[src/lcsw_pkg.sv]
// Shared types and constants for the LED chaser and stopwatch timer.
// No dependencies; the core and the testbench files import this package.
package lcsw_pkg;

  localparam int unsigned PatternLengthDft = 8;

  localparam int unsigned TickIncW   = 10;
  localparam int unsigned SwPeriodW  = 16;
  localparam int unsigned PerStepW   = 14;
  localparam int unsigned AccumW     = 16;
  localparam int unsigned PeriodW    = 16;
  localparam int unsigned LedW       = 8;
  localparam int unsigned ElapsedW   = 8;
  localparam int unsigned CfgIndexW  = 2;
  localparam int unsigned CfgValueW  = 16;

  localparam logic [TickIncW-1:0]  TickIncRst   = TickIncW'(33);
  localparam logic [SwPeriodW-1:0] SwPeriodRst  = SwPeriodW'(1000);
  localparam logic [PerStepW-1:0]  PerStepRst   = PerStepW'(100);
  localparam logic [PeriodW-1:0]   PatPeriodRst = PeriodW'(500);
  localparam logic [PeriodW-1:0]   PeriodMax    = PeriodW'(65000);
  localparam logic [AccumW-1:0]    AccumMax     = {AccumW{1'b1}};

  typedef enum logic [CfgIndexW-1:0] {
    REG_TICK_INCREMENT   = 2'd0,
    REG_STOPWATCH_PERIOD = 2'd1,
    REG_PERIOD_STEP      = 2'd2
  } lcsw_reg_e;

  typedef struct packed {
    logic tick;
    logic start_button;
    logic stop_button;
    logic clear_button;
    logic slower_button;
    logic faster_button;
  } lcsw_in_t;

  typedef struct packed {
    logic [LedW-1:0]     led_pattern;
    logic [ElapsedW-1:0] elapsed_count;
    logic                running;
    logic                count_changed;
  } lcsw_out_t;

  typedef struct packed {
    logic [CfgIndexW-1:0] index;
    logic [CfgValueW-1:0] value;
  } lcsw_cfg_t;

  // Chaser pattern: a bar that grows from both ends and shrinks again.
  function automatic logic [LedW-1:0] chase_entry(input logic [2:0] idx);
    logic [LedW-1:0] val;
    case (idx)
      3'd0:    val = 8'd0;
      3'd1:    val = 8'd129;
      3'd2:    val = 8'd195;
      3'd3:    val = 8'd231;
      3'd4:    val = 8'd255;
      3'd5:    val = 8'd231;
      3'd6:    val = 8'd195;
      3'd7:    val = 8'd129;
      default: val = 8'd0;
    endcase
    return val;
  endfunction

endpackage

[src/lcsw_stream_if.sv]
// Valid/ready channel carrying one payload struct per transfer.
// Payload types come from lcsw_pkg at the point of instantiation.
interface lcsw_stream_if #(
  parameter type payload_t = logic
);
  logic     valid;
  logic     ready;
  payload_t data;

  modport source (output valid, output data, input ready);
  modport sink   (input valid, input data, output ready);
endinterface

[src/led_chaser_and_stopwatch_timer_core.sv]
// LED chaser and stopwatch timer: one control-loop pass per input transfer.
// Depends on lcsw_pkg and lcsw_stream_if.
//
// Usage:
//   in_i  : one transfer per loop pass (tick bit and five button levels).
//   out_o : one transfer per pass (LED pattern, elapsed count, running,
//           count_changed), in input order.
//   cfg_i : register writes (index 0 tick increment, 1 stopwatch period,
//           2 period step); always ready, unknown indexes are dropped.
//           Write only while no pass is in flight.
// An input transfer is held in the input register, then one pass of
// add/compare/subtract logic writes the result register. Throughput is
// one pass per cycle while out_o does not stall; the state update of the
// pass stage is the only loop.
// When out_o stalls, the result register holds and the input register
// still takes one more transfer; in_i.ready drops only when both are full.
// Reset clears both stages and loads the register and state defaults.
module led_chaser_and_stopwatch_timer_core #(
  parameter int unsigned PatternLength = lcsw_pkg::PatternLengthDft
) (
  input  logic          clk_i,
  input  logic          rst_ni,
  lcsw_stream_if.sink   in_i,
  lcsw_stream_if.source out_o,
  lcsw_stream_if.sink   cfg_i
);
  import lcsw_pkg::*;

  localparam int unsigned IdxW = $clog2(PatternLength);
  localparam logic [IdxW-1:0] IdxLast = IdxW'(PatternLength - 1);

  // Configuration registers
  logic [TickIncW-1:0]  tick_inc_q;
  logic [SwPeriodW-1:0] sw_period_q;
  logic [PerStepW-1:0]  per_step_q;

  // Pipeline registers
  logic      in_valid_q;
  lcsw_in_t  in_data_q;
  logic      out_valid_q;
  lcsw_out_t out_data_q, out_data_d;
  logic      advance;

  // Loop state
  logic [AccumW-1:0]   pat_accum_q, pat_accum_d;
  logic [IdxW-1:0]     pat_idx_q, pat_idx_d;
  logic [PeriodW-1:0]  pat_period_q, pat_period_d;
  logic [LedW-1:0]     led_q, led_d;
  logic [AccumW-1:0]   sw_accum_q, sw_accum_d;
  logic [ElapsedW-1:0] elapsed_q, elapsed_d;
  logic                run_q, run_d;
  logic                lat_start_q, lat_start_d;
  logic                lat_stop_q, lat_stop_d;
  logic                lat_clear_q, lat_clear_d;
  logic                lat_slow_q, lat_slow_d;
  logic                lat_fast_q, lat_fast_d;

  assign advance     = in_valid_q && (!out_valid_q || out_o.ready);
  assign in_i.ready  = !in_valid_q || advance;
  assign cfg_i.ready = 1'b1;
  assign out_o.valid = out_valid_q;
  assign out_o.data  = out_data_q;

  always_ff @(posedge clk_i or negedge rst_ni) begin
    if (!rst_ni) begin
      tick_inc_q  <= TickIncRst;
      sw_period_q <= SwPeriodRst;
      per_step_q  <= PerStepRst;
    end else if (cfg_i.valid) begin
      case (cfg_i.data.index)
        REG_TICK_INCREMENT:   tick_inc_q  <= cfg_i.data.value[TickIncW-1:0];
        REG_STOPWATCH_PERIOD: sw_period_q <= cfg_i.data.value[SwPeriodW-1:0];
        REG_PERIOD_STEP:      per_step_q  <= cfg_i.data.value[PerStepW-1:0];
        default: ;
      endcase
    end
  end

  always_ff @(posedge clk_i or negedge rst_ni) begin
    if (!rst_ni) begin
      in_valid_q  <= 1'b0;
      out_valid_q <= 1'b0;
    end else begin
      if (in_i.ready) begin
        in_valid_q <= in_i.valid;
      end
      if (advance) begin
        out_valid_q <= 1'b1;
      end else if (out_o.ready) begin
        out_valid_q <= 1'b0;
      end
    end
  end

  always_ff @(posedge clk_i) begin
    if (in_i.ready && in_i.valid) begin
      in_data_q <= in_i.data;
    end
    if (advance) begin
      out_data_q <= out_data_d;
    end
  end

  always_ff @(posedge clk_i or negedge rst_ni) begin
    if (!rst_ni) begin
      pat_accum_q  <= '0;
      pat_idx_q    <= '0;
      pat_period_q <= PatPeriodRst;
      led_q        <= '0;
      sw_accum_q   <= '0;
      elapsed_q    <= '0;
      run_q        <= 1'b0;
      lat_start_q  <= 1'b0;
      lat_stop_q   <= 1'b0;
      lat_clear_q  <= 1'b0;
      lat_slow_q   <= 1'b0;
      lat_fast_q   <= 1'b0;
    end else if (advance) begin
      pat_accum_q  <= pat_accum_d;
      pat_idx_q    <= pat_idx_d;
      pat_period_q <= pat_period_d;
      led_q        <= led_d;
      sw_accum_q   <= sw_accum_d;
      elapsed_q    <= elapsed_d;
      run_q        <= run_d;
      lat_start_q  <= lat_start_d;
      lat_stop_q   <= lat_stop_d;
      lat_clear_q  <= lat_clear_d;
      lat_slow_q   <= lat_slow_d;
      lat_fast_q   <= lat_fast_d;
    end
  end

  // One loop pass
  always_comb begin
    logic [AccumW:0]    pat_sum, sw_sum, slow_sum;
    logic [AccumW-1:0]  pat_acc, sw_acc;
    logic [IdxW-1:0]    idx_next;
    logic [IdxW+2:0]    idx_ext;
    logic [PeriodW-1:0] period_s;
    logic [PerStepW:0]  two_step;
    logic               changed;

    pat_sum  = {1'b0, pat_accum_q} + (AccumW + 1)'(tick_inc_q);
    sw_sum   = {1'b0, sw_accum_q} + (AccumW + 1)'(tick_inc_q);
    pat_acc  = pat_accum_q;
    sw_acc   = sw_accum_q;
    changed  = 1'b0;
    idx_next = pat_idx_q;
    idx_ext  = '0;

    led_d        = led_q;
    pat_idx_d    = pat_idx_q;
    elapsed_d    = elapsed_q;
    run_d        = run_q;
    lat_start_d  = lat_start_q;
    lat_stop_d   = lat_stop_q;
    lat_clear_d  = lat_clear_q;

    // Saturating tick accumulation
    if (in_data_q.tick) begin
      pat_acc = pat_sum[AccumW] ? AccumMax : pat_sum[AccumW-1:0];
      if (run_q) begin
        sw_acc = sw_sum[AccumW] ? AccumMax : sw_sum[AccumW-1:0];
      end
    end

    if (pat_acc >= pat_period_q) begin
      pat_acc  = pat_acc - pat_period_q;
      idx_next = (pat_idx_q == IdxLast) ? '0 : pat_idx_q + 1'b1;
      idx_ext  = {3'b000, idx_next};
      pat_idx_d = idx_next;
      led_d     = chase_entry(idx_ext[2:0]);
    end

    if (sw_acc >= sw_period_q) begin
      sw_acc    = sw_acc - sw_period_q;
      elapsed_d = elapsed_q + 1'b1;
      changed   = 1'b1;
    end

    // Period buttons act on the press edge; the latch follows the level
    slow_sum = {1'b0, pat_period_q} + (AccumW + 1)'(per_step_q);
    period_s = pat_period_q;
    if (in_data_q.slower_button && !lat_slow_q) begin
      period_s = (slow_sum > (AccumW + 1)'(PeriodMax)) ? PeriodMax
                                                       : slow_sum[PeriodW-1:0];
    end
    lat_slow_d = in_data_q.slower_button;

    two_step     = {per_step_q, 1'b0};
    pat_period_d = period_s;
    if (in_data_q.faster_button && !lat_fast_q) begin
      pat_period_d = (period_s >= PeriodW'(two_step))
                   ? period_s - PeriodW'(per_step_q)
                   : PeriodW'(per_step_q);
    end
    lat_fast_d = in_data_q.faster_button;

    // Start, stop, clear: one action per pass, in that priority
    if (in_data_q.start_button && !lat_start_q) begin
      lat_start_d = 1'b1;
      run_d       = 1'b1;
      lat_stop_d  = 1'b0;
      lat_clear_d = 1'b0;
    end else if (in_data_q.stop_button && !lat_stop_q) begin
      lat_stop_d  = 1'b1;
      run_d       = 1'b0;
      lat_start_d = 1'b0;
    end else if (in_data_q.clear_button && !lat_clear_q) begin
      lat_clear_d = 1'b1;
      elapsed_d   = '0;
      sw_acc      = '0;
      lat_start_d = 1'b0;
      changed     = 1'b1;
    end

    pat_accum_d = pat_acc;
    sw_accum_d  = sw_acc;

    out_data_d.led_pattern   = led_d;
    out_data_d.elapsed_count = elapsed_d;
    out_data_d.running       = run_d;
    out_data_d.count_changed = changed;
  end

endmodule

[src/flat_wrapper.sv]
// flat-port wrapper written by rule: the top's interface ports become plain ports
module led_chaser_and_stopwatch_timer_core_flat import lcsw_pkg::*;
#(
  parameter int unsigned PatternLength = lcsw_pkg::PatternLengthDft
)
  (clk_i, rst_ni, in_i_valid, in_i_data, in_i_ready, out_o_valid, out_o_data, out_o_ready, cfg_i_valid, cfg_i_data, cfg_i_ready);
  lcsw_stream_if #(.payload_t(lcsw_in_t)) in_i_i ();
  lcsw_stream_if #(.payload_t(lcsw_out_t)) out_o_i ();
  lcsw_stream_if #(.payload_t(lcsw_cfg_t)) cfg_i_i ();
  input  logic clk_i;
  input  logic rst_ni;
  input wire logic [$bits(in_i_i.valid)-1:0] in_i_valid;
  input wire logic [$bits(in_i_i.data)-1:0] in_i_data;
  output wire logic [$bits(in_i_i.ready)-1:0] in_i_ready;
  output wire logic [$bits(out_o_i.valid)-1:0] out_o_valid;
  output wire logic [$bits(out_o_i.data)-1:0] out_o_data;
  input wire logic [$bits(out_o_i.ready)-1:0] out_o_ready;
  input wire logic [$bits(cfg_i_i.valid)-1:0] cfg_i_valid;
  input wire logic [$bits(cfg_i_i.data)-1:0] cfg_i_data;
  output wire logic [$bits(cfg_i_i.ready)-1:0] cfg_i_ready;
  assign in_i_i.valid = in_i_valid;
  assign in_i_i.data = in_i_data;
  assign in_i_ready = in_i_i.ready;
  assign out_o_valid = out_o_i.valid;
  assign out_o_data = out_o_i.data;
  assign out_o_i.ready = out_o_ready;
  assign cfg_i_i.valid = cfg_i_valid;
  assign cfg_i_i.data = cfg_i_data;
  assign cfg_i_ready = cfg_i_i.ready;
  led_chaser_and_stopwatch_timer_core #(.PatternLength(PatternLength)) u_core (.clk_i(clk_i), .rst_ni(rst_ni), .in_i(in_i_i), .out_o(out_o_i), .cfg_i(cfg_i_i));
endmodule
[config.mk]
export PLATFORM = sky130hd
export DESIGN_NAME = led_chaser_and_stopwatch_timer_core_flat
export DESIGN_NICKNAME = d
export VERILOG_FILES = /design/src/lcsw_pkg.sv /design/src/lcsw_stream_if.sv /design/src/led_chaser_and_stopwatch_timer_core.sv /design/src/flat_wrapper.sv
export SDC_FILE = /design/constraint.sdc
export NUM_CORES = 1
export LEC_CHECK = 0
export BUFFER_PORTS_ARGS = -buffer_cell sky130_fd_sc_hd__buf_2
export CAP_MARGIN = 0
export CORE_MARGIN = 1
export CORE_UTILIZATION = 50
export CTS_BUF_LIST = sky130_fd_sc_hd__clkbuf_8 sky130_fd_sc_hd__clkbuf_16
export CTS_CLUSTER_DIAMETER = 80
export DETAILED_ROUTE_END_ITERATION = 10
export PLACE_DENSITY = 0.67
export SLEW_MARGIN = 20
export SYNTH_ARGS = -nofsm -noshare
export SYNTH_HDL_FRONTEND = slang
export SYNTH_SLANG_ARGS = --single-unit
[constraint.sdc]
create_clock -name clk_i -period 12.1 [get_ports clk_i]
set_input_delay 1.21 -clock clk_i [delete_from_list [all_inputs] [get_ports clk_i]]
set_output_delay 1.21 -clock clk_i [all_outputs]
set_load 0.02 [all_outputs]
# --- Word-level counts from Yosys, hierarchy flattened ---
# Memory sizes are Yosys's and may differ from the RTL's.
# Index checks and enable logic that the tools add are counted.
totals:
  rom_bits: 64
  memories: 1
  regBits: 139
  in_bits: 29
memory_table:
  columns: ["name", "depth", "width", "read_ports", "rd_clocked_by_memory_dff", "wr", "line_no", "text"]
  rows:
  - ["(name not given)", 8, 8, 1, 0, 0, "lcsw_pkg.sv:54", "case (idx)"]
op_classes:
  magnitude_cmp: 4
  mux: 36
  eq_ne: 4
  n_reduce_logical: 28
  n_addsub: 8
op_table:
  columns: ["cell", "n"]
  rows:
  - ["16-bit two-way mux", 14]
  - ["8-bit two-way mux", 5]
  - ["16-bit by 10-bit adder with 17-bit output", 2]
  - ["16-bit greater-or-equal comparator", 2]
  - ["16-bit subtractor", 2]
  - ["16-bit by 14-bit adder with 17-bit output", 1]
  - ["17-bit by 16-bit > comparator with 1-bit output, second input constant", 1]
  - ["16-bit by 15-bit greater-or-equal comparator with 1-bit output", 1]
  - ["1-bit two-way mux", 16]
  - ["16-bit by 14-bit subtractor with 16-bit output", 1]
  - ["2-bit AND reduction", 6]
  - ["8-bit by 1-bit adder with 8-bit output, second input constant", 1]
  - ["1-bit logical AND", 7]
  - ["1-bit zero test", 7]
  - ["2-bit nonzero test", 3]
  - ["3-bit by 1-bit adder with 3-bit output, second input constant", 1]
  - ["3-bit == test, second input constant", 1]
  - ["3-bit two-way mux", 1]
  - ["3-bit AND reduction", 1]
  - ["3-bit nonzero test", 1]
  - ["2-bit by 1-bit == test with 1-bit output, second input constant", 1]
  - ["2-bit == test, second input constant", 1]
  - ["2-bit zero test", 1]
  - ["1-bit logical OR", 2]
  - ["2-bit by 1-bit != test with 1-bit output, second input constant", 1]

# --- Logic depth before layout (Yosys ltp) ---
# Gate-level depths: netlist (run 1).
logic_depth:
  ltp_word: 9
  depth_mapped: 26

# --- Least setup slack after synthesis (run 1) ---
# OpenSTA, ideal clock, no wires.
synth_timing:
  kind: "register to register"
  startpoint: "reg u_core.pat_period_q[0]"
  endpoint: "reg u_core.pat_period_q[14]"
  required_time_ns: 12.005
  setup_slack_ns: 6.772
  arrival_ns: 5.233
  period_less_slack_ns: 5.328
  stages_incl_launch_ff: 26
  cell_sequence: "dfrtp_1 -> ha_1 -> fa_1 -> a211oi_2 -> o21ai_0 -> a211oi_2 -> o2111a_1 -> o2bb2ai_1 -> nand4_1 -> o31ai_4 -> clkbuf_1 -> nor2_1 -> a21oi_1 -> ha_1 -> inv_1 -> fa_1 -> a21o_1 -> a21oi_1 -> nand2b_1 -> a21oi_1 -> a41o_1 -> o41a_1 -> a21oi_1 -> o21a_1 -> xnor2_1 -> o31ai_1"
synth_between:
  elab_chain_len: 7
  elab_cells_between_ends: 8
synth_lines:
  columns: ["element", "line_no", "text"]
  rows:
  - ["from (decl)", "led_chaser_and_stopwatch_timer_core.sv:47", "logic [PeriodW-1:0] pat_period_q, pat_period_d;"]
  - ["from (signal assigned)", "led_chaser_and_stopwatch_timer_core.sv:108", "pat_period_q <= PatPeriodRst;"]
  - ["from (signal assigned)", "led_chaser_and_stopwatch_timer_core.sv:121", "pat_period_q <= pat_period_d;"]
  - ["16-bit by 14-bit adder with 17-bit output", "led_chaser_and_stopwatch_timer_core.sv:183", "slow_sum = {1'b0, pat_period_q} + (AccumW + 1)'(per_step_q);"]
  - ["17-bit by 16-bit > comparator with 1-bit output", "led_chaser_and_stopwatch_timer_core.sv:186", "period_s = (slow_sum > (AccumW + 1)'(PeriodMax)) ? PeriodMax"]
  - ["16-bit two-way mux", "led_chaser_and_stopwatch_timer_core.sv:186", null]
  - ["16-bit two-way mux *", "led_chaser_and_stopwatch_timer_core.sv:185", "if (in_data_q.slower_button && !lat_slow_q) begin"]
  - ["16-bit by 14-bit subtractor with 16-bit output / 16-bit by 15-bit greater-or-equal comparator with 1-bit output (equally long branches)", "led_chaser_and_stopwatch_timer_core.sv:195, led_chaser_and_stopwatch_timer_core.sv:194", null]
  - ["16-bit two-way mux", "led_chaser_and_stopwatch_timer_core.sv:195", "? period_s - PeriodW'(per_step_q)"]
  - ["16-bit two-way mux *", "led_chaser_and_stopwatch_timer_core.sv:193", "if (in_data_q.faster_button && !lat_fast_q) begin"]
# Every way passes the cells marked *; elsewhere a longest branch is shown, timed or not.
# A chain may end at the register's enable or synchronous reset.

# --- Worst setup path in the final report (run 1) ---
layout_timing:
  startpoint: "reg u_core.tick_inc_q[0]"
  endpoint: "reg u_core.pat_idx_q[2]"
layout_between:
  elab_chain_len: 5
layout_lines:
  columns: ["element", "line_no", "text"]
  rows:
  - ["from (decl)", "led_chaser_and_stopwatch_timer_core.sv:33", "logic [TickIncW-1:0] tick_inc_q;"]
  - ["from (signal assigned)", "led_chaser_and_stopwatch_timer_core.sv:66", "tick_inc_q <= TickIncRst;"]
  - ["from (signal assigned)", "led_chaser_and_stopwatch_timer_core.sv:71", "REG_TICK_INCREMENT: tick_inc_q <= cfg_i.data.value[TickIncW-1:0];"]
  - ["16-bit by 10-bit adder with 17-bit output", "led_chaser_and_stopwatch_timer_core.sv:144", "pat_sum = {1'b0, pat_accum_q} + (AccumW + 1)'(tick_inc_q);"]
  - ["16-bit two-way mux", "led_chaser_and_stopwatch_timer_core.sv:162", "pat_acc = pat_sum[AccumW] ? AccumMax : pat_sum[AccumW-1:0];"]
  - ["16-bit two-way mux", "led_chaser_and_stopwatch_timer_core.sv:161", "if (in_data_q.tick) begin"]
  - ["16-bit greater-or-equal comparator", "led_chaser_and_stopwatch_timer_core.sv:168", "if (pat_acc >= pat_period_q) begin"]
  - ["2-bit AND reduction (no line)", null, null]
  - ["to (signal assigned)", "led_chaser_and_stopwatch_timer_core.sv:120", "pat_idx_q <= pat_idx_d;"]
  - ["to (decl)", "led_chaser_and_stopwatch_timer_core.sv:46", "logic [IdxW-1:0] pat_idx_q, pat_idx_d;"]
# Every way passes these cells.

==> results of run 1 <==
Yosys cell counts, types with 5 or more instances:
library cell / instances
a21oi_1: 108
nand2_1: 103
dfrtp_1: 98
ha_1: 96
nor2_1: 94
inv_1: 73
o21ai_0: 71
xnor2_1: 48
mux2_2: 44
nor3_1: 28
a21o_1: 27
nand3_1: 27
clkbuf_1: 26
mux2i_1: 25
edfxtp_1: 24
xor2_1: 23
nand2b_1: 20
o22a_1: 18
dfstp_2: 17
nand4_1: 17
o21a_1: 17
nor2b_1: 15
o31ai_1: 13
a211oi_1: 10
and3_1: 10
buf_2: 9
or2_2: 9
a22o_1: 8
a31oi_1: 8
nand3b_1: 7
o22ai_1: 7
fa_1: 6
a211o_1: 5
a22oi_1: 5
o21ai_1: 5
o221ai_1: 5
through the flow:
| stage | hold WS (ns) | std cells | total power, uW | area (sq um) | setup slack, ns |
|---|---|---|---|---|---|
| after floorplan | 0.4474 | 1216 | 2834 | 10930 | 6.772 |
| after global placement | 0.4641 | 1505 | 3345 | 11400 | 5.751 |
| after detailed placement | 0.4662 | 1505 | 3379 | 11400 | 5.534 |
| after CTS | 0.4796 | 1537 | 3936 | 12000 | 5.499 |
| after global routing | 0.5178 | 1537 | 4298 | 12010 | 5.172 |
| final | 0.4752 | 1537 | 3967 | 12010 | 5.692 |
power by group through the flow:
stage          clock network [uW]  logic [uW]  registers (uW)
6_report                      538        2630             803
5_1_grt                       564        2910             826
4_1_cts                       547        2590             801
3_5_place_dp                    0        2570             808
3_3_place_gp                    0        2540             805
2_1_floorplan                   0        2050             780
worst min-delay path by stage:
stage	startpoint	cells after the start	slack, ns	to
after global placement	u_core.led_q[6]	1	0.46	u_core.led_q[6]
after global routing	u_core.elapsed_q[7]	1	0.52	u_core.elapsed_q[7]
after floorplan	u_core.lat_clear_q	2	0.45	u_core.lat_clear_q
after detailed placement	u_core.led_q[1]	1	0.47	u_core.led_q[1]
after CTS	u_core.led_q[1]	1	0.48	u_core.led_q[1]
final	u_core.led_q[1]	1	0.48	u_core.led_q[1]
cells by family after synthesis:
kind of cell	Yosys count	share of synthesized area
AOI/OAI and AO/OA	369	0.2290
and+or+nand+nor	350	0.1518
DFF	139	0.3310
buffers and inverters	114	0.04085
adders and majority gates	102	0.1208
xor gates and xnor gates	71	0.05687
muxes	70	0.06923
other	1	0.0003430
final cells by class:
cell class,instances,share of cell area
Clock buffer,17,0.03543
Timing Repair Buffer,54,0.02397
Tap cell,275,0.02866
Multi-Input combinational cell,963,0.5728
Sequential cell,139,0.3015
Clock inverter,15,0.01449
Inverter,74,0.02313
registers in the layout, indices dropped and copies added, names as in the netlist, 3 cells and up:
name / count
u_core.per_step_q: 14
u_core.pat_accum_q: 16
u_core.out_o.data: 18
u_core.elapsed_q: 8
u_core.pat_period_q: 16
u_core.sw_accum_q: 16
u_core.sw_period_q: 16
u_core.led_q: 8
u_core.pat_idx_q: 3
u_core.tick_inc_q: 10
u_core.in_data_q: 4
routing by layer:
layer | track usage | share of wire | vias up
li1 | - | - | 4536
met1 | 0.3662 | 0.48 | 4555
met2 | 0.4095 | 0.45 | 265
met3 | 0.04634 | 0.049 | 37
met4 | 0.08636 | 0.023 | 0
met5 | 0 | 0 | -
==> impl_metrics.toml, run 1 <==
[run_status]
status = "complete, no violations"

[yosys]
ys_warn_count = 0
synth_top_area_cell = "dfrtp_1"
syn-instance-count = 1216
synth-seq-area-share = 0.3310
synth-main-ff-cell = "dfrtp_1"
async_flop_share = 0.8273
ys_ff_latch = 139
synth_nets = 1347
synth_area_leaders = "dfrtp_1 (22%), ha_1 (11%), edfxtp_1 (6.6%)"
synth_area_per_cell_sq_um = 8.992
synth.distinct_cells = 81
yosysTopAreaCellShare = 0.2243
syn_area_sq_um = 10930
synth_edf_count = 24

[clock_tree]
cts_hold_buf = 0
post_cts_buffers = 0
cts_tree = "yes"
cts_sinks = 139
cts_buffer_depth = 2
ctsResizeCount = 0
cts_root_buf = "clkbuf_16"
path_clk_slew_ns = 0.06
clk_latency_ns = 0.43
cts_made_buffers = 17
h-tree-depth = 4

[die]
ios = 50
core_sq_um = 21220
die_area_sq_um = 22460
initial_utilization = 0.5153
die_h_microns = 149.9
fp-row-count = 53
chipWidth_microns = 149.9

[setup_path]
critical_path.max_fanout = 23
cp-end-kind = "flop"
arrival_ns = 6.72
r2r_start = "u_core.tick_inc_q[0]"
crit_family = "compound AO/OA/AOI/OAI gates"
timing.rr.end = "u_core.pat_idx_q[2]"
cpPeakStageDelay_ns = 0.56
cp.required_ns = 12.41
crit_chain = "ha_1 > inv_1 > fa_1 > nor2b_1 > o21ai_0 > a21boi_0 > o21ai_0 > a311oi_1 > nand3_1 > nand2_1 > o22a_1 > ha_1 > a21o_1 > a21oi_1 > o21ai_1 > and3_1 > o31a_1 > o31a_1 > o21ai_1 > nand2b_1 > nand2_1 > mux2_2"
cp-endpoint = "u_core.pat_idx_q[2]"
cp.depth = 22
startpoint = "u_core.tick_inc_q[0]"
r2r_slack_ns = 5.69
worstSetupPathType = "reg -> reg"
path_buf_inv = 1
rr_worst_depth = 22
cp-start-kind = "flop"
crit_slowest_cell = "a311oi_1"

[final_layout]
final_common_cell = "a21oi_1"
seq_area_sq_um = 3620
n_fill_cell = 1893
diodes = 0
area_growth_pct = 9.806
drive_gt1_frac = 0.1379
multiInputGateArea_sq_um = 6878
mostFrequentLayoutCells = "a21oi_1 (108), nand2_1 (102), dfrtp_1 (98)"
finish.utilization = 0.5658
fin_nets = 1380

[global_route]
gr-total-overflow = 0
grtUsageTotal = 0.2626
grt_max_degree = 69
grt_pass1_wl_microns = 45800
grt_pass1_vias = 8950
antenna_found_initial = 0

[job]
cap_violations = 0

[pwr]
combPwrFrac = 0.662
power_density_nw_per_um2 = 330.4
ir_drop_v = 0.0001449
intPower_uw = 2082
p_switching_uw = 1885
switching_share = 0.4751
pwr-share-seq = 0.202
p_leak_uw = 0.005323
power_frac_clock = 0.136

[routing]
drtIter0Drc = 669
avgRoutedWirePerCell_microns = 18.34
drc = 0
ant_nets = 0
drt-total-wl_microns = 28190
vias = 9393
drt-vias-per-instance = 6.111
firstDrtPassIters = 5

[sta]
slew_headroom = 0.2560
worst_pin_slew_ns = 1.113
rsz0062_at_grt = "false"
fin_skew_ns = 0.01126
layout_worst_path_cycle_share = 0.5296
fin_crit_ns = 6.408
timing.setup.tns_ns = 0
fmax_mhz = 156.0
hold_viol = 0
finalSetupViolCount = 0
final-max-slew-violation-count = 0

[hold_path]
worstHoldPathType = "reg -> reg"

[placement]
portBuffers = 48
hpwl_microns = 20890
gp_congestion = 0.9133
Power figures use the tool's default switching activity.
==> inputs of run 2 (changes only) <==
--- a/config.mk
+++ b/config.mk
@@ -12,7 +12,7 @@
 export CTS_BUF_LIST = sky130_fd_sc_hd__clkbuf_8 sky130_fd_sc_hd__clkbuf_16
 export CTS_CLUSTER_DIAMETER = 80
 export DETAILED_ROUTE_END_ITERATION = 10
-export PLACE_DENSITY = 0.67
+export PLACE_DENSITY = 0.7
 export SLEW_MARGIN = 20
 export SYNTH_ARGS = -nofsm -noshare
 export SYNTH_HDL_FRONTEND = slang
==> constraint.sdc (replaced) <==
create_clock -name clk_i -period 5.45 [get_ports clk_i]
set_input_delay 0.545 -clock clk_i [delete_from_list [all_inputs] [get_ports clk_i]]
set_output_delay 0.545 -clock clk_i [all_outputs]
set_load 0.02 [all_outputs]
==> impl_metrics.toml, run 2 (synthesis gave the netlist of run 1 again) <==
[die]
initial_utilization = 0.5153
fp-row-count = 53
die_area_sq_um = 22460
chipWidth_microns = 149.9
core_sq_um = 21220
ios = 50
die_h_microns = 149.9

[routing]
avgRoutedWirePerCell_microns = 17.96
drtIter0Drc = 785
drt-vias-per-instance = 6.021
drt-total-wl_microns = 29250
vias = 9803
firstDrtPassIters = 5
ant_nets = 0
drc = 0

[placement]
post_dp_cell_area_sq_um = 12040
hpwl_microns = 21790
portBuffers = 48
gp_congestion = 0.9257

[setup_path]
path_buf_inv = 2
cp-start-kind = "flop"
worstSetupPathType = "reg -> reg"
cpPeakStageDelay_ns = 0.44
arrival_ns = 5.67
cp-end-kind = "flop"
crit_family = "compound AO/OA/AOI/OAI gates"
crit_slowest_cell = "o41a_1"
critical_path.max_fanout = 5
cp_common_cell = "a21oi_2"
cp.required_ns = 5.77

[global_route]
grt_pass1_wl_microns = 47190
grt_max_degree = 63
gr-total-overflow = 0
busiest_layer = "met2"
antenna_found_initial = 0
use_met2 = 0.4183
grtUsageTotal = 0.2679
met1_usage = 0.3794
globalRouteMet3Util = 0.03994
grt_pass1_vias = 9288

[sta]
fin_skew_ns = 0.009963
worst_pin_slew_ns = 0.8846
finalSetupViolCount = 0
final-max-slew-violation-count = 0
hold_slack_ns = 0.1790
layout_worst_path_cycle_share = 0.9814
fmax_mhz = 187.0
fin_crit_ns = 5.349
hold_viol = 0
slew_headroom = 0.4085

[pwr]
power_density_nw_per_um2 = 747.6
ir_drop_v = 0.0003839
p_leak_uw = 0.005823

[final_layout]
drive_gt1_frac = 0.2262
area_growth_pct = 18.34
final_area_sq_um = 12940
fin_nets = 1471
mostFrequentLayoutCells = "nand2_1 (101), a21oi_1 (99), dfrtp_1 (98)"
finish.utilization = 0.6098
largest_reg_flops = 18
final_common_cell = "nand2_1"
diodes = 0
n_fill_cell = 1838

[run_status]
status = "complete, no violations"

[clock_tree]
cts_sinks = 139
cts_root_buf = "clkbuf_16"
cts_tree = "yes"
path_clk_slew_ns = 0.06
clk_latency_ns = 0.42
cts_buffer_depth = 2
h-tree-depth = 4
cts_made_buffers = 17

[hold_path]
worstHoldPathType = "in -> async"

[job]
cap_violations = 0
run 2: power breakdown:
part | switching, uW | total [uW] | internal [uW] | leakage [uW]
clock | 497 | 1180 | 682 | 0.000280
combinational | 3660 | 6730 | 3070 | 0.00395
sequential | 311 | 1770 | 1460 | 0.00159
run 2: stage by stage:
step	power (uW)	TNS, ns	std cells	worst slack (ns)
final	9674	0	1628	0.1013
after global routing	10470	-0.4724	1628	-0.1308
after CTS	9283	-0.01044	1620	-0.01044
after detailed placement	8032	-0.4848	1588	-0.2669
after global placement	7920	-0.1771	1588	-0.1234
after floorplan	6293	0	1216	0.1221
run 2: metal layers:
layer  vias to the layer above  routed length [microns]  share of wire
met5                         -                        0              0
met4                         0                      682          0.023
met3                        45                     1511          0.052
met2                       308                    13360           0.46
met1                      4727                    13690           0.47
li1                       4723                        -              -
run 2: final timing paths:
path,depth (start not counted),slack (ns),startpoint,to
hold / removal,1,0.18,rst_ni,u_core.led_q[7]
min in group clk_i,1,0.30,in_i_data[0],u_core.lat_fast_d
hold reg to reg,2,0.49,u_core.lat_clear_q,u_core.lat_clear_q
setup reg to reg,25,0.10,u_core.per_step_q[0],u_core.pat_period_q[14]
max in group asynchronous,2,3.95,rst_ni,u_core.per_step_q[0]
setup / recovery,25,0.10,u_core.per_step_q[0],u_core.pat_period_q[14]
run 2: layout make-up:
type / count / area (sq um) / area share
Multi-Input combinational cell: 963 / 7116 / 0.5499
Inverter: 74 / 277.8 / 0.02147
Clock buffer: 17 / 425.4 / 0.03288
Clock inverter: 15 / 162.7 / 0.01257
Tap cell: 275 / 344.1 / 0.02659
Timing Repair Buffer: 145 / 994.7 / 0.07687
Sequential cell: 139 / 3620 / 0.2797
run 2: repair_timing:
action                                  in CTS  in global routing
endpoints found under the setup margin      12                 84
buffers inserted                             0                  8
gates resized for setup                      4                 57
hold buffers                                 0                  0
pin swaps                                    0                 24
